**config.mk**
```make
export PLATFORM = sky130hd
export DESIGN_NAME = bitmap_glyph_locator_unit_flat
export DESIGN_NICKNAME = d
export VERILOG_FILES = /design/src/design/bgl_pkg.sv /design/src/design/bgl_if.sv /design/src/design/bgl_cell.sv /design/src/design/bgl_div.sv /design/src/design/bitmap_glyph_locator_unit.sv /design/src/flat_wrapper.sv
export SDC_FILE = /design/constraint.sdc
export NUM_CORES = 2
export LEC_CHECK = 0
export ABC_AREA = 1
export BUFFER_PORTS_ARGS = -buffer_cell sky130_fd_sc_hd__buf_2
export CORE_MARGIN = 2
export CORE_UTILIZATION = 50
export DETAILED_ROUTE_END_ITERATION = 8
export HOLD_SLACK_MARGIN = 0.1
export PLACE_DENSITY = 0.68
export SLEW_MARGIN = 20
export SYNTH_ARGS = -nofsm -noshare
export SYNTH_HDL_FRONTEND = slang
export SYNTH_SLANG_ARGS = --single-unit
```
**constraint.sdc**
```tcl
create_clock -name clk_i -period 4.7 [get_ports clk_i]
set_input_delay 1.175 -clock clk_i [delete_from_list [all_inputs] [get_ports clk_i]]
set_output_delay 1.175 -clock clk_i [all_outputs]
set_load 0.05 [all_outputs]
```
**src/design/bgl_pkg.sv**
```systemverilog
package bgl_pkg;

  // Glyph table depth and the widths that follow from it
  localparam int unsigned TABLE_DEPTH = 128;
  localparam int unsigned IDX_W       = (TABLE_DEPTH > 2) ? $clog2(TABLE_DEPTH) : 1;
  localparam int unsigned SLOT_W      = 7;
  localparam int unsigned CMP_W       = (IDX_W > SLOT_W) ? IDX_W : SLOT_W;

  // Field widths
  localparam int unsigned CODE_W  = 8;
  localparam int unsigned POS_W   = 8;
  localparam int unsigned COORD_W = 16;
  localparam int unsigned CELL_W  = 12;
  localparam int unsigned GIDX_W  = 7;
  localparam int unsigned DIV_CNT_W = $clog2(GIDX_W);

  // Configuration port
  localparam int unsigned CFG_IDX_W  = 8;
  localparam int unsigned CFG_DATA_W = 16;

  localparam logic [CFG_IDX_W-1:0] REG_CHAR_WIDTH     = CFG_IDX_W'(0);
  localparam logic [CFG_IDX_W-1:0] REG_CHAR_HEIGHT    = CFG_IDX_W'(1);
  localparam logic [CFG_IDX_W-1:0] REG_GLYPHS_PER_ROW = CFG_IDX_W'(2);
  localparam logic [CFG_IDX_W-1:0] REG_TABLE_LEN      = CFG_IDX_W'(3);

  // Operation codes
  localparam logic OP_LOCATE = 1'b0;
  localparam logic OP_LOAD   = 1'b1;

  typedef struct packed {
    logic                      operation;
    logic [CODE_W-1:0]         char_code;
    logic [SLOT_W-1:0]         table_slot;
    logic [POS_W-1:0]          text_position;
    logic signed [COORD_W-1:0] origin_x;
    logic signed [COORD_W-1:0] origin_y;
  } in_item_t;

  typedef struct packed {
    logic [COORD_W-1:0]        src_x;
    logic [COORD_W-1:0]        src_y;
    logic signed [COORD_W-1:0] dst_x;
    logic signed [COORD_W-1:0] dst_y;
    logic [GIDX_W-1:0]         glyph_index;
    logic                      found;
  } out_item_t;

  typedef struct packed {
    logic [CFG_IDX_W-1:0]  index;
    logic [CFG_DATA_W-1:0] data;
  } cfg_item_t;

  // Search wave passed from cell to cell
  typedef struct packed {
    logic              active;
    logic              hit;
    logic [GIDX_W-1:0] idx;
    logic [CODE_W-1:0] code;
  } wave_t;

  // Table write broadcast to all cells
  typedef struct packed {
    logic              en;
    logic [SLOT_W-1:0] slot;
    logic [CODE_W-1:0] code;
  } table_wr_t;

  // Divider control
  typedef struct packed {
    logic              start;
    logic [GIDX_W-1:0] dividend;
    logic [GIDX_W-1:0] divisor;
  } div_req_t;

  typedef struct packed {
    logic              done;
    logic [GIDX_W-1:0] quot;
    logic [GIDX_W-1:0] rem;
  } div_rsp_t;

endpackage

```
**src/design/bgl_if.sv**
```systemverilog
interface bgl_in_if;
  logic               valid;
  logic               ready;
  bgl_pkg::in_item_t  data;

  modport source (output valid, output data, input ready);
  modport sink   (input valid, input data, output ready);
endinterface

interface bgl_out_if;
  logic               valid;
  logic               ready;
  bgl_pkg::out_item_t data;

  modport source (output valid, output data, input ready);
  modport sink   (input valid, input data, output ready);
endinterface

interface bgl_cfg_if;
  logic               valid;
  logic               ready;
  bgl_pkg::cfg_item_t data;

  modport source (output valid, output data, input ready);
  modport sink   (input valid, input data, output ready);
endinterface

```
**src/design/bgl_cell.sv**
```systemverilog
module bgl_cell (
  input  logic                        clk_i,
  input  logic                        rst_ni,
  input  logic [bgl_pkg::IDX_W-1:0]   cell_idx_i,
  input  logic [bgl_pkg::GIDX_W-1:0]  table_len_i,
  input  bgl_pkg::table_wr_t          wr_i,
  input  bgl_pkg::wave_t              wave_i,
  output bgl_pkg::wave_t              wave_o
);

  logic [bgl_pkg::CODE_W-1:0] entry_q;
  logic                       sel_wr;
  logic                       in_range;
  logic                       match;
  bgl_pkg::wave_t             wave_d;
  bgl_pkg::wave_t             wave_q;

  assign sel_wr   = wr_i.en &&
                    (bgl_pkg::CMP_W'(wr_i.slot) == bgl_pkg::CMP_W'(cell_idx_i));
  assign in_range = bgl_pkg::CMP_W'(cell_idx_i) < bgl_pkg::CMP_W'(table_len_i);
  assign match    = wave_i.active && in_range && (entry_q == wave_i.code);

  // Table entry held by this cell
  always_ff @(posedge clk_i) begin
    if (sel_wr) begin
      entry_q <= wr_i.code;
    end
  end

  // First match wins; later cells only pass the wave along
  always_comb begin
    wave_d     = wave_i;
    wave_d.hit = wave_i.hit | match;
    if (!wave_i.hit && match) begin
      wave_d.idx = bgl_pkg::GIDX_W'(cell_idx_i);
    end
  end

  always_ff @(posedge clk_i or negedge rst_ni) begin
    if (!rst_ni) begin
      wave_q <= '0;
    end else begin
      wave_q <= wave_d;
    end
  end

  assign wave_o = wave_q;

endmodule

```
**src/design/bgl_div.sv**
```systemverilog
module bgl_div (
  input  logic               clk_i,
  input  logic               rst_ni,
  input  bgl_pkg::div_req_t  req_i,
  output bgl_pkg::div_rsp_t  rsp_o
);

  logic                              busy_q, busy_d;
  logic [bgl_pkg::DIV_CNT_W-1:0]     cnt_q, cnt_d;
  logic [bgl_pkg::GIDX_W-1:0]        rem_q, rem_d;
  logic [bgl_pkg::GIDX_W-1:0]        quo_q, quo_d;
  logic [bgl_pkg::GIDX_W-1:0]        div_q, div_d;
  logic [bgl_pkg::GIDX_W:0]          rem_sh;
  logic                              ge;

  // One restoring step per cycle, dividend shifted in through quo_q
  assign rem_sh = {rem_q, quo_q[bgl_pkg::GIDX_W-1]};
  assign ge     = rem_sh >= {1'b0, div_q};

  always_comb begin
    busy_d = busy_q;
    cnt_d  = cnt_q;
    rem_d  = rem_q;
    quo_d  = quo_q;
    div_d  = div_q;
    if (req_i.start) begin
      busy_d = 1'b1;
      cnt_d  = bgl_pkg::DIV_CNT_W'(bgl_pkg::GIDX_W - 1);
      rem_d  = '0;
      quo_d  = req_i.dividend;
      div_d  = req_i.divisor;
    end else if (busy_q) begin
      rem_d = ge ? bgl_pkg::GIDX_W'(rem_sh - {1'b0, div_q})
                 : rem_sh[bgl_pkg::GIDX_W-1:0];
      quo_d = {quo_q[bgl_pkg::GIDX_W-2:0], ge};
      cnt_d = cnt_q - 1'b1;
      if (cnt_q == '0) begin
        busy_d = 1'b0;
      end
    end
  end

  always_ff @(posedge clk_i or negedge rst_ni) begin
    if (!rst_ni) begin
      busy_q <= 1'b0;
      cnt_q  <= '0;
    end else begin
      busy_q <= busy_d;
      cnt_q  <= cnt_d;
    end
  end

  always_ff @(posedge clk_i) begin
    rem_q <= rem_d;
    quo_q <= quo_d;
    div_q <= div_d;
  end

  // Done is seen the cycle after the last step
  logic done_q;
  always_ff @(posedge clk_i or negedge rst_ni) begin
    if (!rst_ni) begin
      done_q <= 1'b0;
    end else begin
      done_q <= busy_q && (cnt_q == '0) && !req_i.start;
    end
  end

  assign rsp_o.done = done_q;
  assign rsp_o.quot = quo_q;
  assign rsp_o.rem  = rem_q;

endmodule

```
**src/design/bitmap_glyph_locator_unit.sv**
```systemverilog
// Glyph locator: load transactions (operation 1) store a character code into one
// glyph table entry when taken and give no result; every 7-bit slot names an
// entry. A locate transaction (operation 0) sends a search wave down a chain of
// bgl_pkg::TABLE_DEPTH cells, one cell per cycle, to find the first entry below
// table_len that holds the code (no match gives index table_len, found 0). A
// restoring divider then splits the index by glyphs_per_row (0 acts as 1),
// and a multiply and a saturate stage form the source corner and the destination.
// A locate's steps, in order: the wave leaves the cell chain, then come the
// divider start, seven divider steps, its done flag, the multiply and the
// saturate step. Input is taken again once the sequencer is back in idle after
// the saturate step; input is taken only while no locate is in flight. A finished
// result waits in an output register, so the next transaction can be taken
// meanwhile; while that register is still full, a following locate waits in its
// saturate step.
// Configuration writes are taken every cycle and should be made while idle.
module bitmap_glyph_locator_unit (
  input  logic  clk_i,
  input  logic  rst_ni,
  bgl_cfg_if.sink   cfg_i,
  bgl_in_if.sink    in_i,
  bgl_out_if.source res_o
);

  typedef enum logic [4:0] {
    S_IDLE   = 5'b00001,
    S_SEARCH = 5'b00010,
    S_DIV    = 5'b00100,
    S_MUL    = 5'b01000,
    S_SAT    = 5'b10000
  } state_e;

  state_e state_q, state_d;

  // Configuration registers
  logic [bgl_pkg::CELL_W-1:0] char_width_q;
  logic [bgl_pkg::CELL_W-1:0] char_height_q;
  logic [bgl_pkg::GIDX_W-1:0] glyphs_per_row_q;
  logic [bgl_pkg::GIDX_W-1:0] table_len_q;

  assign cfg_i.ready = 1'b1;

  always_ff @(posedge clk_i or negedge rst_ni) begin
    if (!rst_ni) begin
      char_width_q     <= bgl_pkg::CELL_W'(8);
      char_height_q    <= bgl_pkg::CELL_W'(8);
      glyphs_per_row_q <= bgl_pkg::GIDX_W'(16);
      table_len_q      <= '0;
    end else if (cfg_i.valid) begin
      case (cfg_i.data.index)
        bgl_pkg::REG_CHAR_WIDTH: begin
          char_width_q <= cfg_i.data.data[bgl_pkg::CELL_W-1:0];
        end
        bgl_pkg::REG_CHAR_HEIGHT: begin
          char_height_q <= cfg_i.data.data[bgl_pkg::CELL_W-1:0];
        end
        bgl_pkg::REG_GLYPHS_PER_ROW: begin
          glyphs_per_row_q <= cfg_i.data.data[bgl_pkg::GIDX_W-1:0];
        end
        bgl_pkg::REG_TABLE_LEN: begin
          table_len_q <= cfg_i.data.data[bgl_pkg::GIDX_W-1:0];
        end
        default: begin
        end
      endcase
    end
  end

  // Input handshake
  logic in_fire;
  logic locate_start;

  assign in_i.ready   = (state_q == S_IDLE);
  assign in_fire      = in_i.valid && in_i.ready;
  assign locate_start = in_fire && (in_i.data.operation == bgl_pkg::OP_LOCATE);

  // Locate transaction payload
  logic [bgl_pkg::POS_W-1:0]          pos_q;
  logic signed [bgl_pkg::COORD_W-1:0] ox_q;
  logic signed [bgl_pkg::COORD_W-1:0] oy_q;

  always_ff @(posedge clk_i) begin
    if (locate_start) begin
      pos_q <= in_i.data.text_position;
      ox_q  <= in_i.data.origin_x;
      oy_q  <= in_i.data.origin_y;
    end
  end

  // Cell chain
  bgl_pkg::table_wr_t wr;
  bgl_pkg::wave_t     wave [bgl_pkg::TABLE_DEPTH+1];

  assign wr.en   = in_fire && (in_i.data.operation == bgl_pkg::OP_LOAD);
  assign wr.slot = in_i.data.table_slot;
  assign wr.code = in_i.data.char_code;

  assign wave[0].active = locate_start;
  assign wave[0].hit    = 1'b0;
  assign wave[0].idx    = '0;
  assign wave[0].code   = in_i.data.char_code;

  for (genvar k = 0; k < bgl_pkg::TABLE_DEPTH; k++) begin : g_cell
    bgl_cell u_cell (
      .clk_i       (clk_i),
      .rst_ni      (rst_ni),
      .cell_idx_i  (bgl_pkg::IDX_W'(k)),
      .table_len_i (table_len_q),
      .wr_i        (wr),
      .wave_i      (wave[k]),
      .wave_o      (wave[k+1])
    );
  end

  bgl_pkg::wave_t wave_end;
  assign wave_end = wave[bgl_pkg::TABLE_DEPTH];

  // Search result
  logic [bgl_pkg::GIDX_W-1:0] idx_q;
  logic                       hit_q;
  logic [bgl_pkg::GIDX_W-1:0] idx_sel;

  assign idx_sel = wave_end.hit ? wave_end.idx : table_len_q;

  always_ff @(posedge clk_i) begin
    if (state_q == S_SEARCH && wave_end.active) begin
      idx_q <= idx_sel;
      hit_q <= wave_end.hit;
    end
  end

  // Column and row split
  bgl_pkg::div_req_t div_req;
  bgl_pkg::div_rsp_t div_rsp;

  assign div_req.start    = (state_q == S_SEARCH) && wave_end.active;
  assign div_req.dividend = idx_sel;
  assign div_req.divisor  = (glyphs_per_row_q == '0) ? bgl_pkg::GIDX_W'(1)
                                                       : glyphs_per_row_q;

  bgl_div u_div (
    .clk_i  (clk_i),
    .rst_ni (rst_ni),
    .req_i  (div_req),
    .rsp_o  (div_rsp)
  );

  // Products, registered before the saturation stage
  localparam int unsigned SRC_P_W = bgl_pkg::GIDX_W + bgl_pkg::CELL_W;
  localparam int unsigned DST_P_W = bgl_pkg::POS_W + bgl_pkg::CELL_W;
  localparam int unsigned SUM_W   = DST_P_W + 2;

  logic [SRC_P_W-1:0] src_x_p_q;
  logic [SRC_P_W-1:0] src_y_p_q;
  logic [DST_P_W-1:0] dst_p_q;

  always_ff @(posedge clk_i) begin
    if (state_q == S_MUL) begin
      src_x_p_q <= SRC_P_W'(div_rsp.rem) * SRC_P_W'(char_width_q);
      src_y_p_q <= SRC_P_W'(div_rsp.quot) * SRC_P_W'(char_height_q);
      dst_p_q   <= DST_P_W'(pos_q) * DST_P_W'(char_width_q);
    end
  end

  // Saturation
  logic signed [SUM_W-1:0]            dst_sum;
  logic [bgl_pkg::COORD_W-1:0]        src_x_sat;
  logic [bgl_pkg::COORD_W-1:0]        src_y_sat;
  logic signed [bgl_pkg::COORD_W-1:0] dst_x_sat;

  assign dst_sum   = SUM_W'(ox_q) + signed'({2'b00, dst_p_q});
  assign src_x_sat = (|src_x_p_q[SRC_P_W-1:bgl_pkg::COORD_W]) ? '1
                                                             : src_x_p_q[bgl_pkg::COORD_W-1:0];
  assign src_y_sat = (|src_y_p_q[SRC_P_W-1:bgl_pkg::COORD_W]) ? '1
                                                             : src_y_p_q[bgl_pkg::COORD_W-1:0];
  // The sum never goes below the 16-bit minimum since the product is not negative
  assign dst_x_sat = (!dst_sum[SUM_W-1] && (|dst_sum[SUM_W-2:bgl_pkg::COORD_W-1]))
                     ? {1'b0, {(bgl_pkg::COORD_W-1){1'b1}}}
                     : dst_sum[bgl_pkg::COORD_W-1:0];

  // Output register
  logic               out_valid_q;
  bgl_pkg::out_item_t out_data_q;
  logic               out_load;

  assign out_load = (state_q == S_SAT) && (!out_valid_q || res_o.ready);

  always_ff @(posedge clk_i or negedge rst_ni) begin
    if (!rst_ni) begin
      out_valid_q <= 1'b0;
    end else if (out_load) begin
      out_valid_q <= 1'b1;
    end else if (res_o.ready) begin
      out_valid_q <= 1'b0;
    end
  end

  always_ff @(posedge clk_i) begin
    if (out_load) begin
      out_data_q.src_x       <= src_x_sat;
      out_data_q.src_y       <= src_y_sat;
      out_data_q.dst_x       <= dst_x_sat;
      out_data_q.dst_y       <= oy_q;
      out_data_q.glyph_index <= idx_q;
      out_data_q.found       <= hit_q;
    end
  end

  assign res_o.valid = out_valid_q;
  assign res_o.data  = out_data_q;

  // Sequencer
  always_comb begin
    state_d = state_q;
    case (state_q)
      S_IDLE: begin
        if (locate_start) begin
          state_d = S_SEARCH;
        end
      end
      S_SEARCH: begin
        if (wave_end.active) begin
          state_d = S_DIV;
        end
      end
      S_DIV: begin
        if (div_rsp.done) begin
          state_d = S_MUL;
        end
      end
      S_MUL: begin
        state_d = S_SAT;
      end
      S_SAT: begin
        if (out_load) begin
          state_d = S_IDLE;
        end
      end
      default: begin
        state_d = S_IDLE;
      end
    endcase
  end

  always_ff @(posedge clk_i or negedge rst_ni) begin
    if (!rst_ni) begin
      state_q <= S_IDLE;
    end else begin
      state_q <= state_d;
    end
  end

endmodule
```
**src/flat_wrapper.sv**
```systemverilog
// flat-port wrapper written by rule: the top's interface ports become plain ports
module bitmap_glyph_locator_unit_flat 
  (clk_i, rst_ni, cfg_i_valid, cfg_i_data, cfg_i_ready, in_i_valid, in_i_data, in_i_ready, res_o_valid, res_o_data, res_o_ready);
  bgl_cfg_if cfg_i_i ();
  bgl_in_if in_i_i ();
  bgl_out_if res_o_i ();
  input  logic clk_i;
  input  logic rst_ni;
  input wire logic [$bits(cfg_i_i.valid)-1:0] cfg_i_valid;
  input wire logic [$bits(cfg_i_i.data)-1:0] cfg_i_data;
  output wire logic [$bits(cfg_i_i.ready)-1:0] cfg_i_ready;
  input wire logic [$bits(in_i_i.valid)-1:0] in_i_valid;
  input wire logic [$bits(in_i_i.data)-1:0] in_i_data;
  output wire logic [$bits(in_i_i.ready)-1:0] in_i_ready;
  output wire logic [$bits(res_o_i.valid)-1:0] res_o_valid;
  output wire logic [$bits(res_o_i.data)-1:0] res_o_data;
  input wire logic [$bits(res_o_i.ready)-1:0] res_o_ready;
  assign cfg_i_i.valid = cfg_i_valid;
  assign cfg_i_i.data = cfg_i_data;
  assign cfg_i_ready = cfg_i_i.ready;
  assign in_i_i.valid = in_i_valid;
  assign in_i_i.data = in_i_data;
  assign in_i_ready = in_i_i.ready;
  assign res_o_valid = res_o_i.valid;
  assign res_o_data = res_o_i.data;
  assign res_o_i.ready = res_o_ready;
  bitmap_glyph_locator_unit u_core (.clk_i(clk_i), .rst_ni(rst_ni), .cfg_i(cfg_i_i), .in_i(in_i_i), .res_o(res_o_i));
endmodule
```
==> summary.md <==
The run gives 0 as the number of remaining DRC errors. In the post-synthesis netlist, the biggest area contributors are dfrtp_1 42%, edfxtp_1 30%, inv_1 5.8%, nand2_1 5.6%, xor2_1 3.1%. In this run, CTS created clock tree buffers numbering 339.

For this run, the top clock speed supported by timing is 219 MHz. Summing every instance area after synthesis gives 0.123 mm2. For the final routed database, the setup TNS stands at 0 ns. The number of placed I/O pins was 160. The proportion of layout cells with a drive suffix above 1 came out at 0.101. Fill cells in the final layout number 19,000.

In this run, synthesis inferred 1,208 flip-flops with an integrated enable. Relative to the synthesized area, the layout overhead comes to 14.4%. The logs give 159 for the maximum number of pins on one net before global-route repair and 0.000325 V for the highest ir drop seen on vdd.

The sequential-to-total area share from yosys stat was 0.720; the total wire length was 272,000 um. Yosys printed 0 warnings. The mean post-synth cell area was 12.5 um2. Among all flip-flop cells after synthesis, the most frequent one is dfrtp_1. The minimum period implied by the final worst setup slack was 4.57 ns; the post-synthesis async set-or-reset flop share was 0.631. For the worst hold slack, the log shows 0.222 ns.

The critical path goes through buf_4 > nand2_1 > inv_1 > fa_1 > fa_1 > fa_1 > inv_1 > fa_1 > inv_1 > ha_2 > nand2_1 > o21ai_0 > nand2_1 > o2111ai_2 > a21oi_1 > xor2_1. Counting both buffers and inverters, the worst setup path holds a total of 4. In this run the power density over the cells is 419 mW/mm2. The nature of the critical path startpoint was a register.

The logs give 0.501 for the initial core utilization and 5,952 for the iteration-0 DRC count of the detailed router. The run finished with clean final reports. Counting every instance in the synthesized netlist gives 9,813. The switching power summed over all nets was 12.5 mW; the area of the core region was 0.245 mm2. The die is 500 um wide. The clock slew seen by the registers of the worst setup and hold paths is 0.06 ns. The tools report the setup slack after layout as 0.134 ns. The routability congestion estimate from global placement is 0.858, and the post-route clock period utilization is 0.971. The cell depth of the worst flop-to-flop path is 16. Highest net fanout along the worst path: 6. The area of the die was 0.250 mm2. Synthesis instantiated 64 different standard cells from the library. In this design, the critical path's most frequently occurring cell is fa_1.

The count of state elements after synthesis came out at 3,297. The share of total power consumed by net switching is 0.212, and the overall power is 58.9 mW. The final max-slew violation count is 0, and the net count of the mapped netlist is 10,200. The final standard cell utilization of the core came out at 0.574. Cell accounting for the most synthesized area: dfrtp_1.

Setup violations remaining at the end of the flow were counted as 0. For the post-route clock skew, the log shows 0.0664 ns. The critical path runs through a total of 16 cells. The logs give 0.95 ns for the clock latency reported for the late side of the worst-skew pair and 0 for the final count of hold timing violations.

The combinational fraction of design power was 0.033. The run gives 5 as the number of H-tree levels. The number of antenna violations at the first check in global routing is 23. Critical path endpoint category: a register. The final-stage net count is 10,800.

For the number of global-route vias before repair, the log shows 73,000. The tools report the root buffer cell as clkbuf_16. The TritonCTS sink count was 3,297; the part of the total power dissipated in the clock network was 0.450. The logs give 70,500 for the overall via count from detail_route and 0 for the number of violations of the max-capacitance limit. The slowest stage of the critical path belongs to the cell dfstp_2. TritonCTS built the clock tree. The run gives 0.517 as the proportion of power drawn by flip-flops and latches. Setup repair after global routing could not meet its margin everywhere.

The worst setup path category was register to register. The detailed placement HPWL came out at 180,000 um. Overall track demand over capacity in global routing: 0.220. The count of nets left with antenna violations once routing finished came out at 0. The number of rows created at floorplan was 182; the via density per instance was 5.06. The longest clock path from root to sink contains 4 buffers. Input and output buffers added on the ports amount to 154. Type of the worst min-delay path: input pin to asynchronous set/reset pin. Leakage component of the power: 69.0 nW.

The first global-routing pass estimated 421,000 um of wire. Before antenna repair, the detailed router went through 6 iterations. Family of cells with the greatest summed delay on the critical path: adder cells. The arrival time at the worst endpoint was 5.22 ns; the internal power component was 46.4 mW. The share of the synthesized area in the top cell type works out to 0.423. The height of the die came out at 500 um. Summed over all layers, the global routing overflow is 0. The wire length per cell after detailed routing came out at 19.5 um.

For this run, the slowest stage of the critical path takes 0.57 ns. The actual slew at the worst max-slew pin was 1.06 ns; the required time reported for the critical path endpoint was 5.36 ns. At the placement stage, the worst setup path has a slack of -0.000851 ns. For the worst relative slew slack, the log shows 0.295.
-- layout by cell type, fill, tap and decap left out, types with 95 or more instances in the layout --
master	count
ha_1	141
edfxtp_1	1208
nand3_1	171
o21ai_0	202
xnor2_1	168
buf_2	145
buf_4	214
nand4_1	113
inv_1	1900
or2_2	116
nor4_1	125
clkbuf_16	353
dfrtp_1	2072
nor2_1	439
xor2_1	435
o22ai_1	95
fa_1	160
nand2_1	1835
-- Yosys cell counts, types with 91 or more instances --
| master | number |
|---|---|
| clkbuf_1 | 102 |
| dfrtp_1 | 2078 |
| edfxtp_1 | 1208 |
| fa_1 | 160 |
| ha_1 | 144 |
| inv_1 | 1901 |
| nand2_1 | 1836 |
| nand3_1 | 172 |
| nand4_1 | 113 |
| nor2_1 | 444 |
| nor3_1 | 91 |
| nor4_1 | 125 |
| o21ai_0 | 207 |
| o22ai_1 | 95 |
| or2_2 | 116 |
| xnor2_1 | 168 |
| xor2_1 | 435 |
-- path summary, 6_finish.rpt --
check                                                     start                              endpoint  slack, ns
max reg2reg                              u_core.char_width_q[3]                  u_core.src_x_p_q[17]       0.13
min reg2reg                u_core.g_cell[109].u_cell.wave_o[16]  u_core.g_cell[110].u_cell.wave_o[16]       0.34
max in group asynchronous                                rst_ni   u_core.g_cell[111].u_cell.wave_o[8]       3.16
max                                      u_core.char_width_q[3]                  u_core.src_x_p_q[17]       0.13
min                                                      rst_ni    u_core.g_cell[31].u_cell.wave_o[4]       0.22
min in group clk_i         u_core.g_cell[109].u_cell.wave_o[16]  u_core.g_cell[110].u_cell.wave_o[16]       0.34
-- registers in the layout, summed over array words and instances (netlist names), 3 cells and up --
register / flops
u_core.char_height_q: 12
u_core.char_width_q: 12
u_core.dst_p_q: 20
u_core.g_cell.u_cell.entry_q: 1016
u_core.g_cell.u_cell.wave_o: 2033
u_core.glyphs_per_row_q: 7
u_core.idx_q: 7
u_core.ox_q: 16
u_core.oy_q: 16
u_core.pos_q: 8
u_core.res_o.data: 72
u_core.src_x_p_q: 19
u_core.src_y_p_q: 19
u_core.state_q: 5
u_core.table_len_q: 7
u_core.u_div.cnt_q: 3
u_core.u_div.div_q: 7
u_core.u_div.quo_q: 7
u_core.u_div.rem_q: 7
-- metal layers --
layer / track usage / part of all wire
met1: 0.295 / 0.42
met2: 0.362 / 0.48
met3: 0.0380 / 0.060
met4: 0.0804 / 0.035
met5: 0 / 0.000048
-- worst register-to-register path, stage by stage, from the launching register on --
cell,delay [ns]
dfstp_2,0.57
buf_4,0.15
nand2_1,0.05
inv_1,0.10
fa_1,0.44
fa_1,0.53
fa_1,0.56
inv_1,0.06
fa_1,0.53
inv_1,0.04
ha_2,0.36
nand2_1,0.12
o21ai_0,0.26
nand2_1,0.11
o2111ai_2,0.11
a21oi_1,0.14
xor2_1,0.16
-- layout make-up --
type / instances / area [um2] / area share
multi-input cells: 4484 / 26900 / 0.191
flip-flops and latches: 3297 / 88500 / 0.629
repair buffers: 390 / 2900 / 0.0206
clock buffers: 471 / 9740 / 0.0692
clock inverters: 138 / 1390 / 0.00985
inverters: 1917 / 7200 / 0.0512
well taps: 3220 / 4030 / 0.0286
diodes: 10 / 25.0 / 0.000178
-- power by group through the flow --
| stage | Sequential [mW] | Clock, mW | Combinational (mW) |
|---|---|---|---|
| after floorplan | 30.9 | 0 | 0.837 |
| after global placement | 31.0 | 0 | 1.90 |
| after detailed placement | 31.0 | 0 | 1.93 |
| after CTS | 30.5 | 26.9 | 1.95 |
| after global routing | 30.5 | 28.2 | 2.17 |
| final | 30.5 | 26.5 | 1.93 |
-- cells by family (layout without fill, tap and decap cells) --
logic type	after synthesis	after routing	share of synthesized area
flops	3297	3297	0.720
simple gates	2963	2963	0.102
buf+inv	2032	2916	0.0622
xor+xnor	603	603	0.0430
other cells	1	11	0.0000305
compound gates	613	613	0.0317
fa+ha+maj	304	304	0.0407
-- per-stage QoR --
stage,cell area [um2],instances
after floorplan,123000,9813
after global placement,129000,13300
after detailed placement,129000,13300
after CTS,140000,13900
after global routing,141000,13900
final,141000,13900
-- timing repair --
item,CTS,global route
setup buffers,2,17
resized for setup,0,28
setup endpoints to repair,1,21
pin swaps,0,3
hold buffers,0,0
(Power assumes the default switching activity.)
